File: src/sv/assert_macros.svh
// assertion macros shared by the rtl files
`ifndef ASSERT_MACROS_SVH
`define ASSERT_MACROS_SVH

`ifndef NO_ASSERTIONS

`define ASSERT_HOLDS(lbl, clk, rst_n, prop, msg) \
    lbl: assert property (@(posedge clk) disable iff (!rst_n) prop) else $error(msg);

`define ASSERT_NEVER(lbl, clk, rst_n, expr, msg) \
    lbl: assert property (@(posedge clk) disable iff (!rst_n) !(expr)) else $error(msg);

`else

`define ASSERT_HOLDS(lbl, clk, rst_n, prop, msg)

`define ASSERT_NEVER(lbl, clk, rst_n, expr, msg)

`endif

`endif

File: src/sv/ssd_pkg.sv
// types, codes and segment table of the seven-segment display link
package ssd_pkg;

    localparam logic [1:0] CMD_SHOW   = 2'd0;
    localparam logic [1:0] CMD_BRIGHT = 2'd1;
    localparam logic [1:0] CMD_ACK    = 2'd2;

    localparam logic [1:0] CFG_DATA_WRITE = 2'd0;
    localparam logic [1:0] CFG_ADDRESS    = 2'd1;
    localparam logic [1:0] CFG_CONTROL    = 2'd2;

    localparam logic [7:0] DATA_WRITE_RESET = 8'h40;
    localparam logic [7:0] ADDRESS_RESET    = 8'hC0;
    localparam logic [7:0] CONTROL_RESET    = 8'h88;

    // x / 10 == (x * 0xcccd) >> 19 for every 16-bit x
    localparam logic [15:0] DIV10_MUL   = 16'hCCCD;
    localparam int          DIV10_SHIFT = 19;

    localparam int FIFO_DEPTH = 4;

    typedef enum logic [1:0] {
        KIND_START = 2'd0,
        KIND_BYTE  = 2'd1,
        KIND_STOP  = 2'd2
    } kind_t;

    typedef struct packed {
        logic [1:0]  command;
        logic [15:0] value;
        logic [3:0]  brightness;
        logic        ack_level;
    } in_t;

    typedef struct packed {
        kind_t      frame_kind;
        logic [7:0] data_byte;
        logic       done_res;
        logic       failed;
        logic       last;
    } out_t;

    typedef struct packed {
        logic [7:0] data_write_command;
        logic [7:0] address_command;
        logic [7:0] display_control_command;
    } cfg_t;

    typedef struct packed {
        logic [1:0] count;
        out_t       first;
        out_t       second;
    } push_t;

    function automatic logic [7:0] seg_encode(input logic [3:0] d);
        logic [7:0] s;
        case (d)
            4'h0:    s = 8'b00111111;
            4'h1:    s = 8'b00000110;
            4'h2:    s = 8'b01011011;
            4'h3:    s = 8'h4F;
            4'h4:    s = 8'h66;
            4'h5:    s = 8'h6D;
            4'h6:    s = 8'h7D;
            4'h7:    s = 8'h07;
            4'h8:    s = 8'h7F;
            4'h9:    s = 8'b01101111;
            4'hA:    s = 8'h77;
            4'hB:    s = 8'h7C;
            4'hC:    s = 8'h39;
            4'hD:    s = 8'h5E;
            4'hE:    s = 8'h79;
            default: s = 8'b01110001;
        endcase
        return s;
    endfunction

endpackage

File: src/sv/seven_seg_display_link.sv
// top level of the seven-segment display link byte sequencer
//
// channel   dir   handshake              payload
// in        in    in_valid / in_ready    in_data (in_t)
// out       out   out_valid / out_ready  out_data (out_t)
// cfg       in    cfg_write              cfg_index, cfg_data
//
// one input beat per cycle while in_ready is high; its results enter a four-entry queue the same edge
// a show loads a digit converter that does one divide by ten per cycle until all DIGIT_COUNT
// digits are stored; the acknowledge of the address byte waits for it
// in_ready needs room for two result beats, so a stalled output stops input
// reset clears the phase, queue pointers and registers to their defaults
module seven_seg_display_link
    import ssd_pkg::*;
#(
    parameter int DIGIT_COUNT = 4
)
(
    input  logic       clk,
    input  logic       rst_n,
    input  logic       in_valid,
    output logic       in_ready,
    input  in_t        in_data,
    output logic       out_valid,
    input  logic       out_ready,
    output out_t       out_data,
    input  logic       cfg_write,
    input  logic [1:0] cfg_index,
    input  logic [7:0] cfg_data
);

    localparam int POS_W = (DIGIT_COUNT > 1) ? $clog2(DIGIT_COUNT) : 1;

    cfg_t             cfg_reg;
    cfg_t             cfg_next;
    logic             fire;
    logic             conv_load;
    logic             conv_busy;
    logic             addr_wait;
    logic             room_two;
    logic [POS_W-1:0] rd_idx;
    logic [3:0]       rd_digit;
    push_t            push;

    assign in_ready = room_two && !(conv_busy && addr_wait);
    assign fire     = in_valid && in_ready;

    always_comb
    begin
        cfg_next = cfg_reg;
        if (cfg_write)
        begin
            case (cfg_index)
                CFG_DATA_WRITE: cfg_next.data_write_command      = cfg_data;
                CFG_ADDRESS:    cfg_next.address_command         = cfg_data;
                CFG_CONTROL:    cfg_next.display_control_command = cfg_data;
                default:        cfg_next = cfg_reg;
            endcase
        end
    end

    always_ff @(posedge clk or negedge rst_n)
    begin
        if (!rst_n)
        begin
            cfg_reg.data_write_command      <= DATA_WRITE_RESET;
            cfg_reg.address_command         <= ADDRESS_RESET;
            cfg_reg.display_control_command <= CONTROL_RESET;
        end
        else
        begin
            cfg_reg <= cfg_next;
        end
    end

    ssd_digit_conv #(
        .DIGIT_COUNT (DIGIT_COUNT)
    ) u_conv (
        .clk      (clk),
        .rst_n    (rst_n),
        .load     (conv_load),
        .value    (in_data.value),
        .rd_idx   (rd_idx),
        .rd_digit (rd_digit),
        .busy     (conv_busy)
    );

    ssd_sequencer #(
        .DIGIT_COUNT (DIGIT_COUNT)
    ) u_seq (
        .clk       (clk),
        .rst_n     (rst_n),
        .fire      (fire),
        .beat      (in_data),
        .cfg       (cfg_reg),
        .rd_digit  (rd_digit),
        .rd_idx    (rd_idx),
        .conv_load (conv_load),
        .addr_wait (addr_wait),
        .push      (push)
    );

    ssd_result_fifo u_fifo (
        .clk       (clk),
        .rst_n     (rst_n),
        .push      (push),
        .pop       (out_valid && out_ready),
        .head      (out_data),
        .not_empty (out_valid),
        .room_two  (room_two)
    );

endmodule

File: src/sv/ssd_digit_conv.sv
// binary to decimal digit store, one digit per cycle, least significant first
module ssd_digit_conv
    import ssd_pkg::*;
#(
    parameter int DIGIT_COUNT = 4,
    localparam int POS_W = (DIGIT_COUNT > 1) ? $clog2(DIGIT_COUNT) : 1,
    localparam int CNT_W = $clog2(DIGIT_COUNT + 1)
)
(
    input  logic             clk,
    input  logic             rst_n,
    input  logic             load,
    input  logic [15:0]      value,
    input  logic [POS_W-1:0] rd_idx,
    output logic [3:0]       rd_digit,
    output logic             busy
);

    logic [15:0]      val_reg;
    logic [POS_W-1:0] idx_reg;
    logic [CNT_W-1:0] cnt_reg;
    logic [CNT_W-1:0] cnt_next;
    logic [3:0]       store_reg [DIGIT_COUNT];

    logic [31:0] prod;
    logic [12:0] quot;
    logic [15:0] times_ten;
    logic [15:0] rem;

    assign busy      = (cnt_reg != '0);
    assign prod      = val_reg * DIV10_MUL;
    assign quot      = prod[31:DIV10_SHIFT];
    assign times_ten = {quot, 3'b000} + {2'b00, quot, 1'b0};
    assign rem       = val_reg - times_ten;
    assign rd_digit  = store_reg[rd_idx];

    always_comb
    begin
        cnt_next = cnt_reg;
        if (load)
        begin
            cnt_next = CNT_W'(DIGIT_COUNT);
        end
        else if (busy)
        begin
            cnt_next = cnt_reg - 1'b1;
        end
    end

    always_ff @(posedge clk or negedge rst_n)
    begin
        if (!rst_n)
        begin
            cnt_reg <= '0;
        end
        else
        begin
            cnt_reg <= cnt_next;
        end
    end

    always_ff @(posedge clk)
    begin
        if (load)
        begin
            val_reg <= value;
            idx_reg <= POS_W'(DIGIT_COUNT - 1);
        end
        else if (busy)
        begin
            store_reg[idx_reg] <= rem[3:0];
            val_reg            <= {3'b000, quot};
            idx_reg            <= idx_reg - 1'b1;
        end
    end

endmodule

File: src/sv/ssd_sequencer.sv
// command and acknowledge sequencer producing framed byte beats
module ssd_sequencer
    import ssd_pkg::*;
#(
    parameter int DIGIT_COUNT = 4,
    localparam int POS_W = (DIGIT_COUNT > 1) ? $clog2(DIGIT_COUNT) : 1,
    localparam int CNT_W = $clog2(DIGIT_COUNT + 1)
)
(
    input  logic             clk,
    input  logic             rst_n,
    input  logic             fire,
    input  in_t              beat,
    input  cfg_t             cfg,
    input  logic [3:0]       rd_digit,
    output logic [POS_W-1:0] rd_idx,
    output logic             conv_load,
    output logic             addr_wait,
    output push_t            push
);

`include "assert_macros.svh"

    typedef enum logic [4:0] {
        PH_IDLE  = 5'b00001,
        PH_WDAA  = 5'b00010,
        PH_ADDR  = 5'b00100,
        PH_DIGIT = 5'b01000,
        PH_CTRL  = 5'b10000
    } phase_t;

    phase_t           phase_reg;
    phase_t           phase_next;
    logic [CNT_W-1:0] pos_reg;
    logic [CNT_W-1:0] pos_next;
    logic             nz_reg;
    logic             nz_next;

    logic [CNT_W-1:0] pos_inc;
    logic             nz_now;
    logic [7:0]       seg_now;

    function automatic out_t mk(input kind_t k, input logic [7:0] b, input logic done,
                                input logic fail, input logic lst);
        out_t r;
        r.frame_kind = k;
        r.data_byte  = b;
        r.done_res   = done;
        r.failed     = fail;
        r.last       = lst;
        return r;
    endfunction

    assign pos_inc   = pos_reg + 1'b1;
    assign addr_wait = (phase_reg == PH_ADDR);
    assign rd_idx    = (phase_reg == PH_DIGIT) ? pos_inc[POS_W-1:0] : '0;
    assign nz_now    = nz_reg | (rd_digit != 4'd0);
    assign seg_now   = nz_now ? seg_encode(rd_digit) : 8'h00;

    always_comb
    begin
        phase_next  = phase_reg;
        pos_next    = pos_reg;
        nz_next     = nz_reg;
        conv_load   = 1'b0;
        push.count  = 2'd0;
        push.first  = mk(KIND_STOP, 8'h00, 1'b0, 1'b0, 1'b1);
        push.second = mk(KIND_STOP, 8'h00, 1'b0, 1'b0, 1'b1);
        if (fire)
        begin
            case (beat.command)
                CMD_SHOW:
                begin
                    if (phase_reg == PH_IDLE)
                    begin
                        conv_load  = 1'b1;
                        pos_next   = '0;
                        nz_next    = 1'b0;
                        phase_next = PH_WDAA;
                        push.count = 2'd1;
                        push.first = mk(KIND_START, cfg.data_write_command, 1'b0, 1'b0, 1'b1);
                    end
                end
                CMD_BRIGHT:
                begin
                    if (phase_reg == PH_IDLE)
                    begin
                        phase_next = PH_CTRL;
                        push.count = 2'd1;
                        push.first = mk(KIND_START,
                                        cfg.display_control_command | {4'h0, beat.brightness},
                                        1'b0, 1'b0, 1'b1);
                    end
                end
                CMD_ACK:
                begin
                    case (phase_reg)
                        PH_WDAA:
                        begin
                            if (beat.ack_level)
                            begin
                                phase_next = PH_IDLE;
                                push.count = 2'd1;
                                push.first = mk(KIND_STOP, 8'h00, 1'b1, 1'b1, 1'b1);
                            end
                            else
                            begin
                                phase_next  = PH_ADDR;
                                push.count  = 2'd2;
                                push.first  = mk(KIND_STOP, 8'h00, 1'b0, 1'b0, 1'b0);
                                push.second = mk(KIND_START, cfg.address_command,
                                                 1'b0, 1'b0, 1'b1);
                            end
                        end
                        PH_ADDR:
                        begin
                            phase_next = PH_DIGIT;
                            pos_next   = '0;
                            nz_next    = nz_now;
                            push.count = 2'd1;
                            push.first = mk(KIND_BYTE, seg_now, 1'b0, 1'b0, 1'b1);
                        end
                        PH_DIGIT:
                        begin
                            push.count = 2'd1;
                            if (beat.ack_level)
                            begin
                                phase_next = PH_IDLE;
                                push.first = mk(KIND_STOP, 8'h00, 1'b1, 1'b1, 1'b1);
                            end
                            else if (pos_inc == CNT_W'(DIGIT_COUNT))
                            begin
                                phase_next = PH_IDLE;
                                pos_next   = '0;
                                push.first = mk(KIND_STOP, 8'h00, 1'b1, 1'b0, 1'b1);
                            end
                            else
                            begin
                                pos_next   = pos_inc;
                                nz_next    = nz_now;
                                push.first = mk(KIND_BYTE, seg_now, 1'b0, 1'b0, 1'b1);
                            end
                        end
                        PH_CTRL:
                        begin
                            phase_next = PH_IDLE;
                            push.count = 2'd1;
                            push.first = mk(KIND_STOP, 8'h00, 1'b1, beat.ack_level, 1'b1);
                        end
                        default:
                        begin
                            phase_next = phase_reg;
                        end
                    endcase
                end
                default:
                begin
                    phase_next = phase_reg;
                end
            endcase
        end
    end

    always_ff @(posedge clk or negedge rst_n)
    begin
        if (!rst_n)
        begin
            phase_reg <= PH_IDLE;
            pos_reg   <= '0;
            nz_reg    <= 1'b0;
        end
        else
        begin
            phase_reg <= phase_next;
            pos_reg   <= pos_next;
            nz_reg    <= nz_next;
        end
    end

    // a pair of beats only follows the data-write acknowledge
    `ASSERT_HOLDS(a_pair_from_wdaa, clk, rst_n,
                  (push.count == 2'd2) |-> (phase_reg == PH_WDAA),
                  "two beats pushed outside the data-write acknowledge")
    // digit position stays inside the display
    `ASSERT_NEVER(a_pos_range, clk, rst_n,
                  pos_reg >= CNT_W'(DIGIT_COUNT),
                  "digit position beyond the digit count")

endmodule

File: src/sv/ssd_result_fifo.sv
// small result queue taking up to two beats per cycle
module ssd_result_fifo
    import ssd_pkg::*;
(
    input  logic  clk,
    input  logic  rst_n,
    input  push_t push,
    input  logic  pop,
    output out_t  head,
    output logic  not_empty,
    output logic  room_two
);

`include "assert_macros.svh"

    localparam int PTR_W = $clog2(FIFO_DEPTH);
    localparam int CNT_W = $clog2(FIFO_DEPTH + 1);

    out_t             mem_reg [FIFO_DEPTH];
    logic [PTR_W-1:0] rd_ptr_reg;
    logic [PTR_W-1:0] rd_ptr_next;
    logic [PTR_W-1:0] wr_ptr_reg;
    logic [PTR_W-1:0] wr_ptr_next;
    logic [CNT_W-1:0] count_reg;
    logic [CNT_W-1:0] count_next;
    logic [PTR_W-1:0] wr_ptr_inc;

    assign head       = mem_reg[rd_ptr_reg];
    assign not_empty  = (count_reg != '0);
    assign room_two   = (count_reg <= CNT_W'(FIFO_DEPTH - 2));
    assign wr_ptr_inc = wr_ptr_reg + 1'b1;

    always_comb
    begin
        rd_ptr_next = rd_ptr_reg + PTR_W'(pop);
        wr_ptr_next = wr_ptr_reg + PTR_W'(push.count);
        count_next  = count_reg + CNT_W'(push.count) - CNT_W'(pop);
    end

    always_ff @(posedge clk or negedge rst_n)
    begin
        if (!rst_n)
        begin
            rd_ptr_reg <= '0;
            wr_ptr_reg <= '0;
            count_reg  <= '0;
        end
        else
        begin
            rd_ptr_reg <= rd_ptr_next;
            wr_ptr_reg <= wr_ptr_next;
            count_reg  <= count_next;
        end
    end

    always_ff @(posedge clk)
    begin
        if (push.count != 2'd0)
        begin
            mem_reg[wr_ptr_reg] <= push.first;
        end
        if (push.count == 2'd2)
        begin
            mem_reg[wr_ptr_inc] <= push.second;
        end
    end

    `ASSERT_NEVER(a_no_overflow, clk, rst_n,
                  count_reg > CNT_W'(FIFO_DEPTH),
                  "result queue overflow")
    `ASSERT_NEVER(a_no_underflow, clk, rst_n,
                  pop && (count_reg == '0),
                  "pop from an empty result queue")

endmodule

File: config.mk
export PLATFORM = sky130hd
export DESIGN_NAME = seven_seg_display_link
export DESIGN_NICKNAME = d
export VERILOG_FILES = /design/src/sv/ssd_pkg.sv /design/src/sv/seven_seg_display_link.sv /design/src/sv/ssd_digit_conv.sv /design/src/sv/ssd_sequencer.sv /design/src/sv/ssd_result_fifo.sv
export VERILOG_INCLUDE_DIRS = /design/src /design/src/sv
export SDC_FILE = /design/constraint.sdc
export NUM_CORES = 1
export LEC_CHECK = 0
export BUFFER_PORTS_ARGS = -buffer_cell sky130_fd_sc_hd__buf_2
export CAP_MARGIN = 20
export CORE_UTILIZATION = 55
export DETAILED_ROUTE_END_ITERATION = 10
export GPL_ROUTABILITY_DRIVEN = 0
export PLACE_DENSITY = 0.79
export SLEW_MARGIN = 20
export SYNTH_ARGS = -nofsm -noshare
export SYNTH_HDL_FRONTEND = slang
export SYNTH_SLANG_ARGS = --single-unit
File: constraint.sdc
create_clock -name clk -period 15.3 [get_ports clk]
set_input_delay 1.53 -clock clk [delete_from_list [all_inputs] [get_ports clk]]
set_output_delay 1.53 -clock clk [all_outputs]
set_load 0.01 [all_outputs]
Word level (Yosys, flattened, before mapping)
Memories as Yosys holds them, arrays and structs flattened.
Cells that the tools add are included.
- register bits after elaboration: 61
- bits in writable memories: 68
- memory bits (read-only): 112
- bits of input ports: 38
- output and inout port bits: 15
- word-level logic and storage cells: 111
- memories kept: 3
- memory list (memory ; words ; bits a word ; read ports ; clocked after Yosys merged registers in ; write ports ; line ; source):
    (name not given) ; 16 ; 7 ; 1 ; 0 ; 0 ; ssd_pkg.sv:57 ; case (d)
    u_fifo.mem_reg ; 4 ; 13 ; 1 ; 0 ; 2 ; ssd_result_fifo.sv:19 ; out_t mem_reg [FIFO_DEPTH];
    u_conv.store_reg ; 4 ; 4 ; 1 ; 0 ; 1 ; ssd_digit_conv.sv:23 ; logic [3:0] store_reg [DIGIT_COUNT];
- $add $sub $neg: 10
- $mul: 1
- $lt $le $gt $ge: 1
- equality and inequality tests: 18
- mux-type cells: 44
- bitwise logic cells: 2
- reductions and logical operators: 20
- operators by type and width (cell ; number):
    13-bit two-way mux ; 5
    15-bit one-hot mux with 4 select lines ; 1
    15-bit one-hot mux with 3 select lines ; 1
    16-bit by 16-bit multiplier with 32-bit output (second input constant) ; 1
    16-bit two-way mux ; 2
    14-bit two-way mux ; 2
    28-bit two-way mux ; 1
    5-bit two-way mux ; 4
    5-bit one-hot mux with 4 select lines ; 1
    3-bit two-way mux ; 6
    15-bit two-way mux ; 1
    5-bit one-hot mux with 3 select lines ; 1
    1-bit two-way mux ; 13
    3-bit one-hot mux with 2 select lines ; 2
    6-bit AND reduction ; 2
    3-bit nonzero test ; 3
    8-bit two-way mux ; 1
    8-bit by 4-bit bitwise OR with 8-bit output ; 1
    2-bit == test (second input constant) ; 3
    3-bit inequality test (second input constant) ; 2
    2-bit AND reduction ; 3
    2-bit nonzero test ; 3
    5-bit by 1-bit == test with 1-bit output (second input constant) ; 1
    5-bit by 2-bit == test with 1-bit output (second input constant) ; 1
    other kinds (28) ; 35

Logic depth before layout (Yosys ltp)
An unclocked memory read counts as a cell.
- depth in word-level cells: 14
- depth in mapped cells: 23
- mapped depth without buffers: 23

Cells and area by module
Synthesis repeated with hierarchy kept, for this count alone.
- cells, all modules: 980
- area total of the unflattened synthesis: 11492.3 µm²
- by module, submodules not included (module ; instances ; cells each ; area each (µm²) ; sequential area each (µm²)):
    ssd_digit_conv ; 1 ; 580 ; 6055.8 ; 1076.0
    ssd_result_fifo ; 1 ; 163 ; 2960.3 ; 1736.7
    ssd_sequencer ; 1 ; 183 ; 1537.7 ; 226.5
    seven_seg_display_link ; 1 ; 54 ; 938.4 ; 606.8

Worst setup path before layout
OpenSTA, ideal clock, no wires.
- path kind: flip-flop to flip-flop
- start point: reg u_conv.val_reg[10]
- end point: mem u_conv.store_reg[0][3], data pin
- setup time: 276 ps
- data arrival time: 5236 ps
- data required time: 15024 ps
- setup slack: 9789 ps
- stages on the path, launching flop included: 22
- path buffers: 0
- clock period less this slack: 5511 ps
- path through: edfxtp_1 ha_1 ha_1 inv_1 fa_1 inv_1 fa_1 fa_1 inv_1 fa_1 inv_1 ha_1 a21oi_1 o2111ai_1 a221oi_1 o31ai_1 a22oi_1 ha_1 nand2_1 nand2_1 xnor2_1 xnor2_1
- word-level cells in the longest chain between the ends: 3
- ends and longest elaborated chain (what ; line ; source):
    start: declaration ; ssd_digit_conv.sv:19 ; logic [15:0] val_reg;
    start signal: assignment ; ssd_digit_conv.sv:66 ; val_reg <= value;
    start signal: assignment ; ssd_digit_conv.sv:72 ; val_reg <= {3'b000, quot};
    16-bit by 16-bit multiplier with 32-bit output ; ssd_digit_conv.sv:31 ; assign prod = val_reg * DIV10_MUL;
    4-bit adder ; ssd_digit_conv.sv:33 ; assign times_ten = {quot, 3'b000} + {2'b00, quot, 1'b0};
    4-bit subtractor ; ssd_digit_conv.sv:34 ; assign rem = val_reg - times_ten;
    via u_conv.rem[3] ; ssd_digit_conv.sv:28 ; logic [15:0] rem;
    end: declaration ; ssd_digit_conv.sv:23 ;
The timed path passes the listed nets, and every way through them passes these cells.

Worst setup path after layout
- start point: reg u_conv.val_reg[11]
- end point: mem u_conv.store_reg[2][3], data pin
The elaborated chain is that of the path after synthesis.

==> metrics.txt <==
status=finished clean; Sink Count=129; IO Count=53; I/O Buffers=52; Post-synth ARST share=33.3%; antenna violations before repair=0; RSZ-0062 raised after global routing=no; CTS Buf Count=17; Post-synth top flop=edfxtp_1; Core ar.=19700 sq um; arrival time at the worst endpoint=6.25 ns; warnings from Yosys=0; CTS H-tree depth=4; Final min period=6.11 ns; post-CTS sizing=0; Netlist cell types=84; CP cell instances=ha_1 -> ha_1 -> inv_1 -> fa_1 -> inv_1 -> fa_1 -> fa_1 -> inv_1 -> fa_1 -> inv_1 -> ha_1 -> a21oi_1 -> o2111ai_1 -> a221oi_1 -> o31ai_1 -> a22oi_1 -> ha_1 -> nand2_1 -> nand2_1 -> xnor2_1 -> xnor2_1; CTS max path bufs=2; Required @ worst endpoint=15.44 ns; synth-to-layout area growth=9.69%; # nets final=1368; final WL=25900 um; FP Rows=51; Critical-path top delay cell=fa_1; vias=8084; class of the worst hold path=register to register; die area=20900 sq um; Iteration-0 DRC Markers=619; area leader, netlist=edfxtp_1; syn_nets=1315; most frequent cell after synthesis=inv_1; hold_buf cts=0; Global Route Usage Sum=26.8%; Post CTS Setup Buffer Count=0; maximum fanout along the worst path=5; most common library cells after synthesis=inv_1 (176), ha_1 (157), nand2_1 (99), fa_1 (81), edfxtp_1 (68); setup_tns=0 ns; diode count=0; detailed placer's ending HPWL=20500 um; max_cap viols=0; Crit. End Element=register; Seq/Total Area, Yosys=between 30 and 40%; Post-DRT Antenna Nets=0; WL per Instance=18.9 um; max FFs per register=52; number of global-route vias before repair=between 8000 and 9000; Via density=5.90; final worst path period share=39.9%; Seq cells post-synth=approximately 130; max incr delay on CP=0.55 ns; Tightest Pin Transition=0.998 ns; Avg Cell Area, Syn=10.7 sq um; number of synthesized flops with an enable pin=around 70; Final Hold Violating Endpoints=0; Filler cells=1524; first-pass GRT wire length=41600 um; Reg area=3490 sq um; Clock Tree Root=clkbuf_16; Multi-input gate area=6910 sq um; share of the synthesized area in the top cell type=18.3%; headroom to the max-slew limit=33.5%; Cells after Synth=1039; WP buf/inv=4; CP startpoint kind=register; # setup viols final=0; final slew viol count=0; drt drc=0; clk_lat worst skew=0.43 ns; Initial Util=56.8%; clk slew on worst S/H paths=0.06 ns; Die Span Y=around 140 um; Top Family by Delay on Critical Path=adder cells; largest net degree at the start of global routing=44; top post-synthesis cells by area=edfxtp_1 (18%), ha_1 (18%), fa_1 (15%); 1st-pass router iterations=5; CTS tree=yes; layout cell share with drive strength beyond 1=roughly 14%; clk_skew=0.0141 ns; synthesized cell area=approximately 11000 sq um; remaining global-route overflow=0; Setup CP Type=register to register; Die W=144 um; Peak Freq=roughly 0.16 GHz
-- worst paths after layout --
check | slack (ns) | end | from | depth (start not counted)
setup reg to reg | 9.19 | u_conv.store_reg[2][3] | u_conv.val_reg[11] | 21
hold reg to reg | 0.46 | u_fifo.mem_reg[0][2] | u_fifo.mem_reg[0][2] | 2
max in group asynchronous | 13.40 | cfg_reg[19] | rst_n | 1
setup / recovery | 9.19 | u_conv.store_reg[2][3] | u_conv.val_reg[11] | 21
hold / removal | 0.46 | u_fifo.mem_reg[0][2] | u_fifo.mem_reg[0][2] | 2
min in group asynchronous | 1.27 | u_seq.pos_reg[2] | rst_n | 1
-- routing by layer --
layer | global-route usage (%) | vias up | routed length [um] | part of all wire (%)
met2 | 43.4 | 323 | 12400 | 48
met5 | 0 | - | 0 | 0
met4 | 10.5 | 0 | 808 | 3.1
met1 | 35.7 | 3979 | 11100 | 43
li1 | - | 3710 | - | -
met3 | 4.90 | 72 | 1640 | 6.3
-- stage by stage --
step | worst slack [ns] | hold slack, ns | utilization (%) | instances | instance area [sq um]
floorplan | 9.79 | 0.435 | - | 1039 | 11200
global placement | 9.44 | 0.443 | 59.4 | 1338 | 11700
detailed placement | 9.25 | 0.454 | 59.4 | 1338 | 11700
CTS | 9.22 | 0.462 | 62.3 | 1370 | 12200
global route | 8.87 | 0.475 | 62.3 | 1370 | 12200
finish | 9.19 | 0.460 | 62.3 | 1370 | 12200
-- tightest hold or removal path, cell delays in order (launching register included) --
cell     delay, ns
dfxtp_1       0.31
nand2_1       0.05
mux2i_1       0.05
-- placed cells by master (no fill, tap or decap), types with 13 or more instances in the layout --
| cell type | n |
|---|---|
| inv_1 | 176 |
| ha_1 | 157 |
| nand2_1 | 99 |
| fa_1 | 81 |
| edfxtp_1 | 68 |
| buf_2 | 52 |
| dfrtp_1 | 37 |
| nor2_1 | 35 |
| a21oi_1 | 32 |
| o21ai_0 | 29 |
| mux2_2 | 27 |
| xnor2_1 | 20 |
| mux2i_1 | 18 |
| dfxtp_1 | 18 |
| and3_1 | 17 |
| clkbuf_16 | 17 |
| o21ai_1 | 16 |
| mux4_2 | 13 |
| nand3_1 | 13 |
-- kinds of logic after synthesis --
group / count (synthesis) / share of synthesized area, %
AOI/OAI and AO/OA: 163 / 10.4
buffers and inverters: 197 / 6.85
adders and majority gates: 238 / 32.1
muxes: 59 / 7.09
DFF: 129 / 31.2
and+or+nand+nor: 222 / 9.82
xor gates and xnor gates: 31 / 2.43
-- area by class of cell --
cell class	count	share of cell area, %
Multi-Input combinational cell	713	56.4
Timing Repair Buffer	55	2.31
Inverter	176	5.40
Clock buffer	19	3.54
Clock inverter	13	1.12
Tap cell	265	2.71
Sequential cell	129	28.5
Power is left out: the tool's default activity adds up to more than one toggle a clock period on the data nets, which glitch-free logic cannot reach.
